--- src/rtl/owmr_ram.sv ---
// ---------------------------------------------------------------------------
// owmr_ram
// Generic simple dual-port RAM: one write port, one registered read port.
// ---------------------------------------------------------------------------
module owmr_ram #(
   parameter int WIDTH = 8,
   parameter int DEPTH = 16,
   localparam int AW = $clog2(DEPTH)
) (
   input  logic             clock,
   input  logic             we,
   input  logic [AW-1:0]    waddr,
   input  logic [WIDTH-1:0] wdata,
   input  logic [AW-1:0]    raddr,
   output logic [WIDTH-1:0] rdata
);
   logic [WIDTH-1:0] mem [DEPTH];

   always_ff @(posedge clock) begin
      if (we) begin
         mem[waddr] <= wdata;
      end
      rdata <= mem[raddr];
   end
endmodule

--- config.mk ---
export PLATFORM = sky130hd
export DESIGN_NAME = owmr_ram
export DESIGN_NICKNAME = d
export VERILOG_FILES = /design/src/rtl/owmr_ram.sv
export SDC_FILE = /design/constraint.sdc
export NUM_CORES = 1
export LEC_CHECK = 0
export BUFFER_PORTS_ARGS = -buffer_cell sky130_fd_sc_hd__buf_2
export CAP_MARGIN = 20
export CORE_ASPECT_RATIO = 0.7
export CORE_MARGIN = 2
export CORE_UTILIZATION = 40
export DETAILED_ROUTE_END_ITERATION = 8
export MAX_ROUTING_LAYER = met4
export PLACE_DENSITY_LB_ADDON = 0.12
export SLEW_MARGIN = 20
export SYNTH_ARGS = -nofsm -noshare
export SYNTH_HDL_FRONTEND = slang
export SYNTH_SLANG_ARGS = --single-unit
export TNS_END_PERCENT = 100
--- constraint.sdc ---
create_clock -name clock -period 2.51 [get_ports clock]
set_clock_uncertainty 0.1 [all_clocks]
set_input_delay 0.1255 -clock clock [delete_from_list [all_inputs] [get_ports clock]]
set_output_delay 0.1255 -clock clock [all_outputs]
set_load 0.05 [all_outputs]
## Word level (Yosys, flattened, before mapping)

Memory sizes are Yosys's and may differ from the RTL's. A register that Yosys moved wholly into a read port is not among the register bits.
Cells that the tools add are included.

| word-level totals | value |
|---|---|
| bits in registers | 0 |
| memory bits (writable) | 128 |
| input bits | 18 |
| output and inout port bits | 8 |
| logic and storage cells | 3 |
| memories kept | 1 |

Memories:

| name | words | bits a word | read ports | clocked after memory_dff | write ports | line | source |
|---|---|---|---|---|---|---|---|
| mem | 16 | 8 | 1 | 1 | 1 | 17 | `logic [WIDTH-1:0] mem [DEPTH];` |

| cells by class | value |
|---|---|
| muxes and demuxes | 2 |

Operators by type and width:

| cell | count |
|---|---|
| 2-to-1 mux 1 bit | 2 |

## Depth between registers and ports, before layout

| logic depth | value |
|---|---|
| word-level depth | 2 |
| depth in mapped cells | 5 |
| mapped depth without buffers | 3 |

## Worst setup path before layout

Ideal clock, no wire load.

| timing path | value |
|---|---|
| path type | input to register |
| start | input waddr[2] |
| end | memory mem[0][0], enable pin |
| arrival | 1.235 ns |
| slack | 0.792 ns |
| cell stages on the path | 2 |
| path buffers | 0 |
| cells stage by stage | or3b_2 nor3_1 |

RTL lines:

| element | line | source |
|---|---|---|
| from (decl) | 12 | `input logic [AW-1:0] waddr,` |
| to (decl) | 17 |  |

No word-level cell before the write port.

==> flow_metrics.py <==
metrics = {
    "power": {
        "p_switching_mw": 1.07,
        "p_comb_frac": 0.055,
        "sw_frac_of_total": 0.205,
        "p_int_mw": 4.15,
        "power.density_mw_per_mm2": 852,
        "seqPwrFrac": 0.490,
        "ir_drop_uv": 597,
        "clkPwrFrac": 0.455,
        "fin_total_pwr_mw": 5.22,
        "p_leak_nw": 2.09,
    },
    "placement": {
        "place_area_mm2": 0.00555,
        "io_buffers": 25,
        "dp_slack_ns": 0.664,
        "gp_congestion": 0.723,
        "placed_cells": 426,
        "dpl.hpwl_um": 6630,
    },
    "logic_synthesis": {
        "synth_edf_count": 128,
        "synth_area_leaders": "edfxtp_1 (75%), mux4_2 (7.9%), mux4_1 (7.1%), dfxtp_1 (3.1%), a22oi_1 (2.3%)",
        "ys_ff_latch": 136,
        "syn_area_mm2": 0.00515,
        "yosys_warnings": 0,
        "async_flop_share": 0,
        "synthTopCellsByCount": "edfxtp_1 (128), mux4_2 (18), a22oi_1 (16), mux4_1 (14), nor2_1 (13)",
        "netlist_instances": 229,
        "ys_types": 19,
        "synth_top_area_share": 0.747,
        "synth-main-ff-cell": "edfxtp_1",
        "synth_fp_nets": 247,
        "yosysMostFrequentCell": "edfxtp_1",
        "ys_seq_area_frac": 0.778,
        "yosysTopAreaCell": "edfxtp_1",
        "postSynthAreaPerCell_um2": 22.5,
    },
    "timing": {
        "drv_slew": 0,
        "setup_ws_ns": 1.00,
        "setup_viol": 0,
        "rsz0062_at_grt": "no",
        "worst_pin_slew_ns": 0.767,
        "hold_viol": 0,
        "totalNegativeSetupSlack_ns": 0,
        "slew_headroom": 0.488,
        "clock.fmax_mhz": 664,
        "period_minus_slack_ns": 1.51,
        "period_share": 0.600,
    },
    "routing": {
        "dr.pass1.iters": 4,
        "ant_nets": 0,
        "dr.first_iter.drc_count": 296,
        "drc": 0,
        "vias_per_cell": 5.24,
        "wirelength_um": 10500,
        "vias": 2402,
        "wire_per_inst_um": 23.0,
    },
    "setup_path": {
        "crit_arrival_ns": 1.67,
        "critPathLaunchType": "flip-flop",
        "slowest_stage": "mux4_1",
        "crit_required_ns": 2.67,
        "crit_path_cell_trace": "mux4_1 -> a22oi_1 -> nand2_1",
        "cpPeakStageDelay_ns": 0.51,
        "crit_path_end_kind": "flip-flop",
        "crit_type": "flip-flop to flip-flop",
        "cp_max_fo": 1,
    },
    "run_status": {
        "status": "finished clean",
    },
    "final_layout": {
        "drive_gt1_frac": 0.311,
        "final_cell_count_no_fill": 458,
        "fin_nets": 301,
        "final_area_mm2": 0.00612,
        "synthToLayoutAreaGrowth_pct": 18.9,
        "num_antenna_cells": 0,
        "n_fill_cell": 1044,
    },
    "die": {
        "start_util": 0.412,
        "ios": 26,
        "die_width_um": 140,
        "placeableCoreArea_mm2": 0.0125,
        "fp.dieArea_mm2": 0.0138,
        "die_y_um": 98.9,
        "rows": 34,
    },
    "job": {
        "drv_cap": 0,
    },
    "clock_tree": {
        "post_cts_resized": 0,
        "cts_tree": "yes",
        "cts_buffers": 17,
        "clk_latency_ns": 0.40,
        "htree_levels": 4,
        "cts.sinks": 136,
        "postCtsSetupBuffers": 0,
        "clockBufferDepth": 2,
        "cts_root_buffer": "clkbuf_16",
        "clk_pin_slew_ns": 0.06,
        "hold_buffers": 0,
    },
    "global_route": {
        "grtUsageTotal": 0.169,
        "grt_overflow": 0,
        "antenna_found_initial": 0,
        "grt_pass1_vias": 2517,
        "grt_pass1_wl_um": 16200,
        "grt_max_degree": 33,
    },
    "min_path": {
        "hold_class": "primary input to flip-flop",
    },
}
## state kept, by name, summed over array words and instances (netlist names)
register,count
mem,128
rdata,8
## path summary, 6_finish.rpt
check	start	end	slack, ns	cells past startpoint
min	wdata[5]	mem[7][5]	0.01	1
max reg2reg	mem[1][5]	rdata[5]	1.00	3
min reg2reg	mem[14][4]	rdata[4]	0.58	3
max	mem[1][5]	rdata[5]	1.00	3
## final cells by class
cell class	instances	area [um^2]	area share
Clock buffer	23	468	0.0765
Timing Repair Buffer	45	288	0.0470
Clock inverter	9	101	0.0166
Multi-Input combinational cell	83	1060	0.173
Tap cell	162	203	0.0331
Sequential cell	136	4000	0.654
## critical path: cells and delay by family, from the launching register on
family	cells	cell delay, ns
muxes	1	0.51
DFF	1	0.37
AOI/OAI and AO/OA	1	0.24
and+or+nand+nor	1	0.15
## layer usage
metal  share of wire  vias to the layer above  track usage  wire, um
li1                -                     1086            -         -
met1            0.50                     1250        0.246      5240
met2            0.45                       56        0.238      4720
met3           0.042                       10       0.0355       437
met4           0.012                        0       0.0623       121
met5               0                        -            -         0
## metrics by stage
step	hold slack, ns	utilization
floorplan	0.124	-
global placement	0.433	0.444
detailed placement	0.441	0.444
CTS	0.000534	0.489
global route	0.0196	0.489
finish	0.0147	0.489
## power groups by stage
| stage | clock network (mW) | registers, mW | logic [mW] |
|---|---|---|---|
| 6_report | 2.37 | 2.56 | 0.288 |
| 2_1_floorplan | 0 | 2.65 | 0.129 |
| 4_1_cts | 2.41 | 2.56 | 0.293 |
| 3_3_place_gp | 0 | 2.60 | 0.289 |
| 5_1_grt | 2.51 | 2.56 | 0.309 |
| 3_5_place_dp | 0 | 2.60 | 0.291 |
## placed cells by master (no fill, tap or decap), types with 2 or more instances in the layout
cell type,netlist,layout
a22oi_1,16,16
nor3_1,4,4
nand2_1,9,9
nand3b_1,2,2
nor2_1,13,13
nand2b_1,2,2
mux4_2,18,18
clkbuf_16,0,17
clkinv_2,0,5
mux4_1,14,14
dfxtp_1,8,8
clkbuf_8,0,2
buf_2,3,25
clkbuf_1,0,4
bufinv_16,0,2
edfxtp_1,128,128
buf_4,1,19
## cell families after synthesis
| kind of cell | after synthesis | share of synthesized area |
|---|---|---|
| compound gates | 16 | 0.0233 |
| buf+inv | 10 | 0.0168 |
| flops | 136 | 0.778 |
| mux | 32 | 0.150 |
| simple gates | 35 | 0.0318 |
Power figures use the tool's default switching activity.
