<file path="src/rtl/owmr_pkg.sv">
// ---------------------------------------------------------------------------
// owmr_pkg
// Shared constants and codes for the overwriting multi-reader byte ring.
// ---------------------------------------------------------------------------
package owmr_pkg;

   // Ring size must be a power of two: ring addresses are the low total bits.
   localparam int RING_BYTES  = 4096;
   localparam int NUM_READERS = 4;
   localparam int READ_BURST  = 16;

   localparam int RING_AW  = $clog2(RING_BYTES);
   localparam int TOTAL_W  = 64;
   localparam int DROP_W   = 32;
   localparam int BYTE_W   = 8;
   localparam int FUNC_W   = 2;
   localparam int IDX_W    = 2;
   localparam int POS_W    = 16;
   localparam int RLEN_W   = 5;
   localparam int CNT_W    = $clog2(READ_BURST + 1);
   // width for datagram length vs ring size compares
   localparam int CMP_W    = (RING_AW + 1 > POS_W + 1) ? RING_AW + 1 : POS_W + 1;

   localparam logic [FUNC_W-1:0] FUNC_WRITE = 2'd0;
   localparam logic [FUNC_W-1:0] FUNC_OPEN  = 2'd1;
   localparam logic [FUNC_W-1:0] FUNC_READ  = 2'd2;

endpackage

</file>
<file path="src/rtl/owmr_alu.sv">
// ---------------------------------------------------------------------------
// owmr_alu
// Shared 64-bit add/subtract unit used by the write, bookkeeping and read steps.
// ---------------------------------------------------------------------------
module owmr_alu (
   input  logic [owmr_pkg::TOTAL_W-1:0] op_a,
   input  logic [owmr_pkg::TOTAL_W-1:0] op_b,
   input  logic                         sub,
   output logic [owmr_pkg::TOTAL_W-1:0] result
);
   import owmr_pkg::*;

   logic [TOTAL_W-1:0] op_b_x;

   assign op_b_x = sub ? ~op_b : op_b;
   assign result = op_a + op_b_x + TOTAL_W'(sub);
endmodule

</file>
<file path="config.mk">
export PLATFORM = sky130hd
export DESIGN_NAME = owmr_alu
export DESIGN_NICKNAME = d
export VERILOG_FILES = /design/src/rtl/owmr_pkg.sv /design/src/rtl/owmr_alu.sv
export SDC_FILE = /design/constraint.sdc
export NUM_CORES = 1
export LEC_CHECK = 0
export ABC_CLOCK_PERIOD_IN_PS = 6380
export CAP_MARGIN = 20
export CORE_UTILIZATION = 40
export DETAILED_ROUTE_END_ITERATION = 8
export DONT_BUFFER_PORTS = 1
export SLEW_MARGIN = 5
export SYNTH_ARGS = -nofsm -noshare
export SYNTH_HDL_FRONTEND = slang
export SYNTH_SLANG_ARGS = --single-unit
</file>
<file path="constraint.sdc">
create_clock -name vclk -period 6.38
set_input_delay 0.638 -clock vclk [all_inputs]
set_output_delay 0.638 -clock vclk [all_outputs]
set_load 0.005 [all_outputs]
</file>
* Word level (Yosys, flattened, before mapping)
Index checks and enable logic that the tools add are counted.
** Word-level totals
- Input port bits :: 129
- Logic and storage cells :: 4
- Output and inout bits :: 64
- Bits in registers :: 0
** Operators by class
- $add $sub $neg :: 2
- Mux-type cells :: 1
- Bitwise operators :: 1
** Operator list (number)
- 64-bit by 1-bit adder with 64-bit output :: 1
- 64-bit adder :: 1
- 64-bit two-way mux :: 1
- 64-bit NOT :: 1

* Depth between registers and ports, before layout
Gate-level depths: netlist of run 1.
- Word-level depth :: 4
- Gate-level depth with buffers :: 15
- Depth with buffers taken out :: 13

* Worst setup path after synthesis of run 1
OpenSTA, ideal clock, no wires.
- Path kind :: input to output
- Start :: input sub
- End :: output result[49] (netlist bit)
- Arrival time :: 3.762 ns
- Stages :: 14
- Slack :: 1.980 ns
- Data required time :: 5.742 ns
- Path through :: buf_4 buf_1 xor2_1 ha_1 and3_1 a221o_1 a21oi_1 a2111oi_2 o41a_2 o21ai_2 o31ai_1 and3_1 a21boi_1 xnor2_1
** On the way
- Longest elaborated chain between the ends :: 3
** Ends and longest elaborated chain
- from (decl) :: line owmr_alu.sv:8 : input logic sub,
- 64-bit two-way mux :: line owmr_alu.sv:15 : assign op_b_x = sub ? ~op_b : op_b;
- 64-bit adder :: line owmr_alu.sv:16 : assign result = op_a + op_b_x + TOTAL_W'(sub);
- 64-bit by 1-bit adder with 64-bit output * :: line owmr_alu.sv:16
- to (decl) :: line owmr_alu.sv:9 : output logic [owmr_pkg::TOTAL_W-1:0] result
Every way passes the cells marked *; elsewhere a longest branch is shown, timed or not.

* Final worst setup path of run 1
- Start :: input op_b[0] (netlist bit)
- End :: output result[62] (netlist bit)
** On the way
- Longest elaborated chain between the ends :: 4
** Ends and longest elaborated chain
- from (decl) :: line owmr_alu.sv:7 : input logic [owmr_pkg::TOTAL_W-1:0] op_b,
- 64-bit NOT :: line owmr_alu.sv:15
- 64-bit two-way mux * :: line owmr_alu.sv:15
- 64-bit adder * :: line owmr_alu.sv:16
- 64-bit by 1-bit adder with 64-bit output * :: line owmr_alu.sv:16
Marked as above.

==> flow_summary.json, run 1 <==
{
  "place_ws_ps": 2070,
  "synth_cells": 594,
  "route.detailed.drc": 0,
  "crit_type": "in2out",
  "p_per_area_nw_per_um2": 154,
  "ctsResizeCount": 0,
  "dr_total_vias": 4147,
  "cts_hold_buf": 0,
  "via_per_inst": 5.92,
  "finalSetupTns_ps": 0,
  "use_met1": 0.257,
  "p_leak_nw": 2.01,
  "drive_gt1_frac": 0.0106,
  "worstMarginPinSlew_ps": 685,
  "grt-ovfl-total": 0,
  "yosysUniqueCellTypes": 54,
  "die_w_um": 105,
  "port_buffers": 0,
  "post-cts-setup-buffer-count": 0,
  "ir_drop_mv": 0.0612,
  "grt_max_degree": 65,
  "cp_data_arrival_time_ps": 3660,
  "grt_pass1_wl_um": 18500,
  "seqCellArea_um2": 0,
  "cp-end-kind": "output pin",
  "grt.total_usage": 0.199,
  "grt_pass1_vias": 3935,
  "antenna_cells": 0,
  "worstHoldPathCells": 1,
  "avgSynthCellArea_um2": 7.10,
  "fmax_ghz": 0.233,
  "num_rows": 37,
  "setup_viol": 0,
  "initial_core_util": 0.411,
  "syn_nets": 792,
  "core-area_um2": 10300,
  "drtPass1Iterations": 4,
  "io_pins": 193,
  "grt_use_met2": 0.358,
  "gp_congestion": 0.914,
  "min_period_ps": 4290,
  "critPathLaunchType": "input pin",
  "hold_class": "in2out",
  "grtUsageMet3": 0.0343,
  "totalWireLength_um": 11700,
  "maxCapViolCount": 0,
  "yosysWarnings": 0,
  "design.seq.count": 0,
  "status": "finished clean",
  "report.final.slew_viol_count": 0,
  "areaGrowthSynthToFinish_pct": 1.27,
  "antenna_found_initial": 0,
  "die_y_um": 105,
  "ys_seq_area_frac": 0,
  "antenna_left": 0,
  "dpl.hpwl_um": 10000,
  "min_period_over_period": 0.673,
  "rsz0062_at_grt": "false",
  "initialDrtViolationCount": 109,
  "hold_violations": 0,
  "clock_buffers": 0,
  "dieArea_um2": 11000,
  "syn_area_um2": 4220,
  "nFillCells": 1119,
  "finalWorstSetupSlack_ps": 2090,
  "cp_max_fo": 4,
  "routedWlPerCell_um": 16.7,
  "cp.required_ps": 5740,
  "grt-busiest-layer": "met2",
  "slew_headroom": 0.538,
  "fin_nets": 764
}
-- layout make-up --
| cell class | count | area [um2] | share of cell area |
|---|---|---|---|
| multi-input combinational | 541 | 4020 | 0.940 |
| inverter | 23 | 86.3 | 0.0202 |
| tap | 136 | 170 | 0.0398 |
-- cells in the final DEF (no fill, tap or decap), types with 2 or more instances in the layout --
cell       netlist  layout
xor2_1          86      86
ha_1            68      68
a21oi_1         66      66
a21o_1          46      46
nand2_1         41      41
xnor2_1         40      40
nor2_1          31      31
nand4_1         27      27
inv_1           22      22
o21ai_1         22      22
o21ai_0         16      16
o21bai_1         9       9
o21a_1           8       8
nor2b_1          7       7
nor3_1           6       6
and3_1           5       5
o211ai_1         5       5
a2111oi_0        4       4
nand2b_1         4       4
mux2i_1          3       3
a31oi_1          3       3
or3_1            3       3
o31ai_1          3       3
a221oi_1         3       3
nand3_1          3       3
and2_1           3       3
a211oi_1         2       2
o41ai_1          2       2
o221ai_1         2       2
a211o_1          2       2
a21boi_1         2       2
-- worst max-delay path, stage by stage --
cell and delay, ps:
mux2i_1 340, fa_1 290, nor2b_1 70, o311a_1 310, o211ai_1 300, a211oi_1 170
nor4_1 390, o21ai_1 260, o211ai_1 380, o211ai_1 130, a21oi_1 190, xnor2_1 170
-- through the flow --
step / power, mW / area [um2] / hold slack [ps] / util / std cells
2_1_floorplan: 0.538 / 4220 / 1330 / - / 594
3_3_place_gp: 0.647 / 4270 / 1340 / 0.416 / 700
3_5_place_dp: 0.654 / 4270 / 1330 / 0.416 / 700
4_1_cts: 0.658 / 4270 / 1330 / 0.416 / 700
5_1_grt: 0.729 / 4270 / 1340 / 0.416 / 700
6_report: 0.660 / 4270 / 1330 / 0.416 / 700
-- Yosys cell counts, types with 2 or more instances --
master	count	area share
a2111oi_0	4	0.0083
a211o_1	2	0.0042
a211oi_1	2	0.0036
a21boi_1	2	0.0036
a21o_1	46	0.082
a21oi_1	66	0.078
a221oi_1	3	0.0062
a31oi_1	3	0.0044
and2_1	3	0.0044
and3_1	5	0.0074
buf_1	6	0.0053
clkbuf_1	23	0.020
ha_1	68	0.20
inv_1	22	0.020
mux2i_1	3	0.0071
nand2_1	41	0.036
nand2b_1	4	0.0059
nand3_1	3	0.0036
nand4_1	27	0.040
nor2_1	31	0.028
nor2b_1	7	0.010
nor3_1	6	0.0071
o211ai_1	5	0.0089
o21a_1	8	0.014
o21ai_0	16	0.019
o21ai_1	22	0.026
o21bai_1	9	0.016
o221ai_1	2	0.0042
o31ai_1	3	0.0053
o41ai_1	2	0.0042
or3_1	3	0.0044
xnor2_1	40	0.083
xor2_1	86	0.18
-- layer usage --
metal / up-vias / part of all wire
met5: - / 0
met4: 0 / 0.0077
met3: 8 / 0.066
met1: 1902 / 0.45
li1: 2102 / -
met2: 135 / 0.48
-- path summary, 6_finish.rpt --
check | endpoint | from | slack (ps)
hold / removal | result[0] | op_b[0] | 1330
setup / recovery | result[62] | op_b[0] | 2090
-- logic make-up (layout without fill, tap and decap cells) --
group,after synthesis,after routing,share of synthesized area
fa+ha+maj,69,69,0.206
mux,3,3,0.00712
compound gates,208,208,0.320
buf+inv,53,23,0.0480
simple gates,135,135,0.157
xor+xnor,126,126,0.261
-- report_power, final --
group / total, mW / internal [mW] / switching [mW]
clock: 0 / 0 / 0
sequential: 0 / 0 / 0
combinational: 0.660 / 0.266 / 0.394
(Power assumes the default switching activity.)
==> run 2: changes to the inputs <==
- ABC_AREA: default -> 1
- ABC_CLOCK_PERIOD_IN_PS: 6380 -> 3950
- clock period: 6.38 -> 3.95 ns (I/O delays scaled with it)
==> run 2 against run 1 <==
  * First-iteration DRC count rose to 4.6 times the previous value
  * Count of clock-buffer cells in the layout is the same
  * Largest cell class unchanged
  * Hold slack got worse by 490 ps
  * Critical endpoint is now result[60]
  * Non-clock buffer count is the same
  * Wire length up 79%
==> flow_summary.json, run 2 <==
{
  "status": "finished clean",
  "ir_drop_mv": 0.0773,
  "route.detailed.drc": 0,
  "avgSynthCellArea_um2": 5.08,
  "p_per_area_nw_per_um2": 220,
  "seqCellArea_um2": 0,
  "fin_nets": 1372,
  "hp-start": "op_b[0]",
  "nFillCells": 1724,
  "grt_pass1_vias": 6273,
  "hold_class": "in2out",
  "report.final.slew_viol_count": 0,
  "p_leak_nw": 3.65,
  "path_cells": "inv_1 > nand2_2 > nand2_2 > inv_1 > fa_1 > nand3b_1 > nand2_1 > nand2_1 > nand2_1 > nand2_1 > nand2_1 > nand2_1 > nand2_2 > nand2_1 > nand2_1 > nand2_1 > nand2_1",
  "drtPass1Iterations": 7,
  "critical_path.max_stage_delay_ps": 400,
  "synthMuxAreaShare": 0,
  "die_w_um": 124,
  "fmax_ghz": 0.373,
  "synth_xor_area_frac": 0.140,
  "layout_commonest_cell": "nand2_1",
  "place_area_um2": 6190,
  "hold_ws_ps": 844,
  "antenna_cells": 0,
  "yosys.area_share.simple": 0.449,
  "crit_type": "in2out",
  "cp-end-kind": "output pin",
  "ys_seq_area_frac": 0,
  "cp_data_arrival_time_ps": 2290,
  "areaGrowthSynthToFinish_pct": 3.21,
  "num_rows": 44,
  "syn_nets": 1377,
  "grt.total_usage": 0.260,
  "yosysMostFrequentCell": "nand2_1",
  "io_pins": 193,
  "port_buffers": 0,
  "p_comb_frac": 1.000,
  "dieArea_um2": 15500,
  "slew_headroom": 0.738,
  "worstMarginPinSlew_ps": 390,
  "die_y_um": 124,
  "rsz0062_at_grt": "false",
  "synth_top_area_share": 0.278,
  "yosysWarnings": 0,
  "clock_buffers": 0,
  "netlist_top_cells_area": "nand2_1 28%, ha_1 14%, xor2_1 14%",
  "synth_adder_area_share": 0.145,
  "cp-startpoint": "op_b[0]",
  "final_core_util": 0.424,
  "yosys.area.top_type": "nand2_1",
  "min_period_ps": 2680,
  "worstHoldPathCells": 1,
  "antenna_left": 0,
  "synth_commonest_cells": "444 x nand2_1, 209 x inv_1, 100 x nor2_1",
  "power_frac_seq": 0,
  "grt_pass1_wl_um": 32500,
  "grt_max_degree": 65,
  "totalWireLength_um": 21000,
  "critPathLaunchType": "input pin",
  "dpl.hpwl_um": 18900,
  "gp_congestion": 1.00,
  "grt-ovfl-total": 0,
  "cp_max_fo": 4,
  "p_int_mw": 0.432,
  "min_period_over_period": 0.679,
  "ctsResizeCount": 0,
  "syn_area_um2": 5990,
  "dr_total_vias": 6810,
  "mostFrequentLayoutCells": "444 x nand2_1, 209 x inv_1, 100 x nor2_1",
  "initial_core_util": 0.411,
  "core-area_um2": 14600,
  "synth_compound_area_frac": 0.121,
  "setup_viol": 0,
  "antenna_found_initial": 0,
  "finalSetupTns_ps": 0,
  "via_per_inst": 5.02,
  "yosysUniqueCellTypes": 30,
  "routedWlPerCell_um": 15.5,
  "maxCapViolCount": 0,
  "cts_hold_buf": 0,
  "post-cts-setup-buffer-count": 0,
  "drive_gt1_frac": 0.0435,
  "p_switching_mw": 0.929,
  "min_to": "result[0]",
  "cpMostUsedCell": "nand2_1",
  "hold_violations": 0,
  "initialDrtViolationCount": 499,
  "design.seq.count": 0,
  "synth_cells": 1179,
  "slowest_stage": "fa_1",
  "synth_top_family_by_area": "simple AND/OR/NAND/NOR gates",
  "swShare": 0.682,
  "p_clk_frac": 0,
  "final_cell_area_um2": 6190,
  "cp.required_ps": 3560
}
## run 2: changes by cell type after synthesis, sizes merged, moves of 7 or more
| cell | before | now |
|---|---|---|
| nand2 | 41 | 458 |
| nand3 | 3 | 53 |
| a21o | 46 | 2 |
| inv | 23 | 219 |
| nor2 | 31 | 118 |
| nand4 | 27 | 2 |
| a21oi | 66 | 81 |
| xnor2 | 40 | 3 |
| nor2b | 7 | 0 |
| clkbuf | 23 | 0 |
| xor2 | 86 | 93 |
## run 2: layout make-up
cell class / instances / area, um2 / share of cell area
multi-input combinational: 951 / 5130 / 0.829
tap: 184 / 230 / 0.0372
inverter: 221 / 830 / 0.134
## run 2: cells by family after synthesis
logic type / after synthesis
AND/OR/NAND/NOR: 651
buffers and inverters: 228
XOR/XNOR: 96
AO/OA/AOI/OAI: 135
adder cells (fa/ha/maj): 69
## run 2: critical path, delay by kind of cell
family                     cells  cell delay (ps)
and+or+nand+nor               14             1380
adders and majority gates      1              400
buffers and inverters          2               90
## run 2: through the flow
| stage | setup slack, ps | std cells | power [mW] |
|---|---|---|---|
| after floorplan | 1380 | 1179 | 1.01 |
| after global placement | 1300 | 1356 | 1.34 |
| after detailed placement | 1290 | 1356 | 1.34 |
| after CTS | 1280 | 1356 | 1.35 |
| after global routing | 1030 | 1356 | 1.53 |
| final | 1270 | 1356 | 1.36 |
## run 2: metal layers
layer,vias to the layer above,part of all wire,global-route usage
met5,-,0,0
met4,0,0.017,0.0404
met3,20,0.066,0.0305
met2,192,0.43,0.428
met1,3007,0.48,0.367
li1,3591,-,-
## run 2: how the worst max path moves through the flow
| stage | endpoint | slack [ps] |
|---|---|---|
| finish | result[60] | 1270 |
| global route | result[63] | 1030 |
| CTS | result[60] | 1280 |
| detailed placement | result[60] | 1290 |
| global placement | result[47] | 1300 |
| floorplan | result[48] | 1380 |
## run 2: power by group through the flow
stage                     combinational [mW]  sequential (mW)  clock, mW
final                                   1.36                0          0
after global placement                  1.34                0          0
after detailed placement                1.34                0          0
after global routing                    1.53                0          0
after CTS                               1.35                0          0
after floorplan                         1.01                0          0
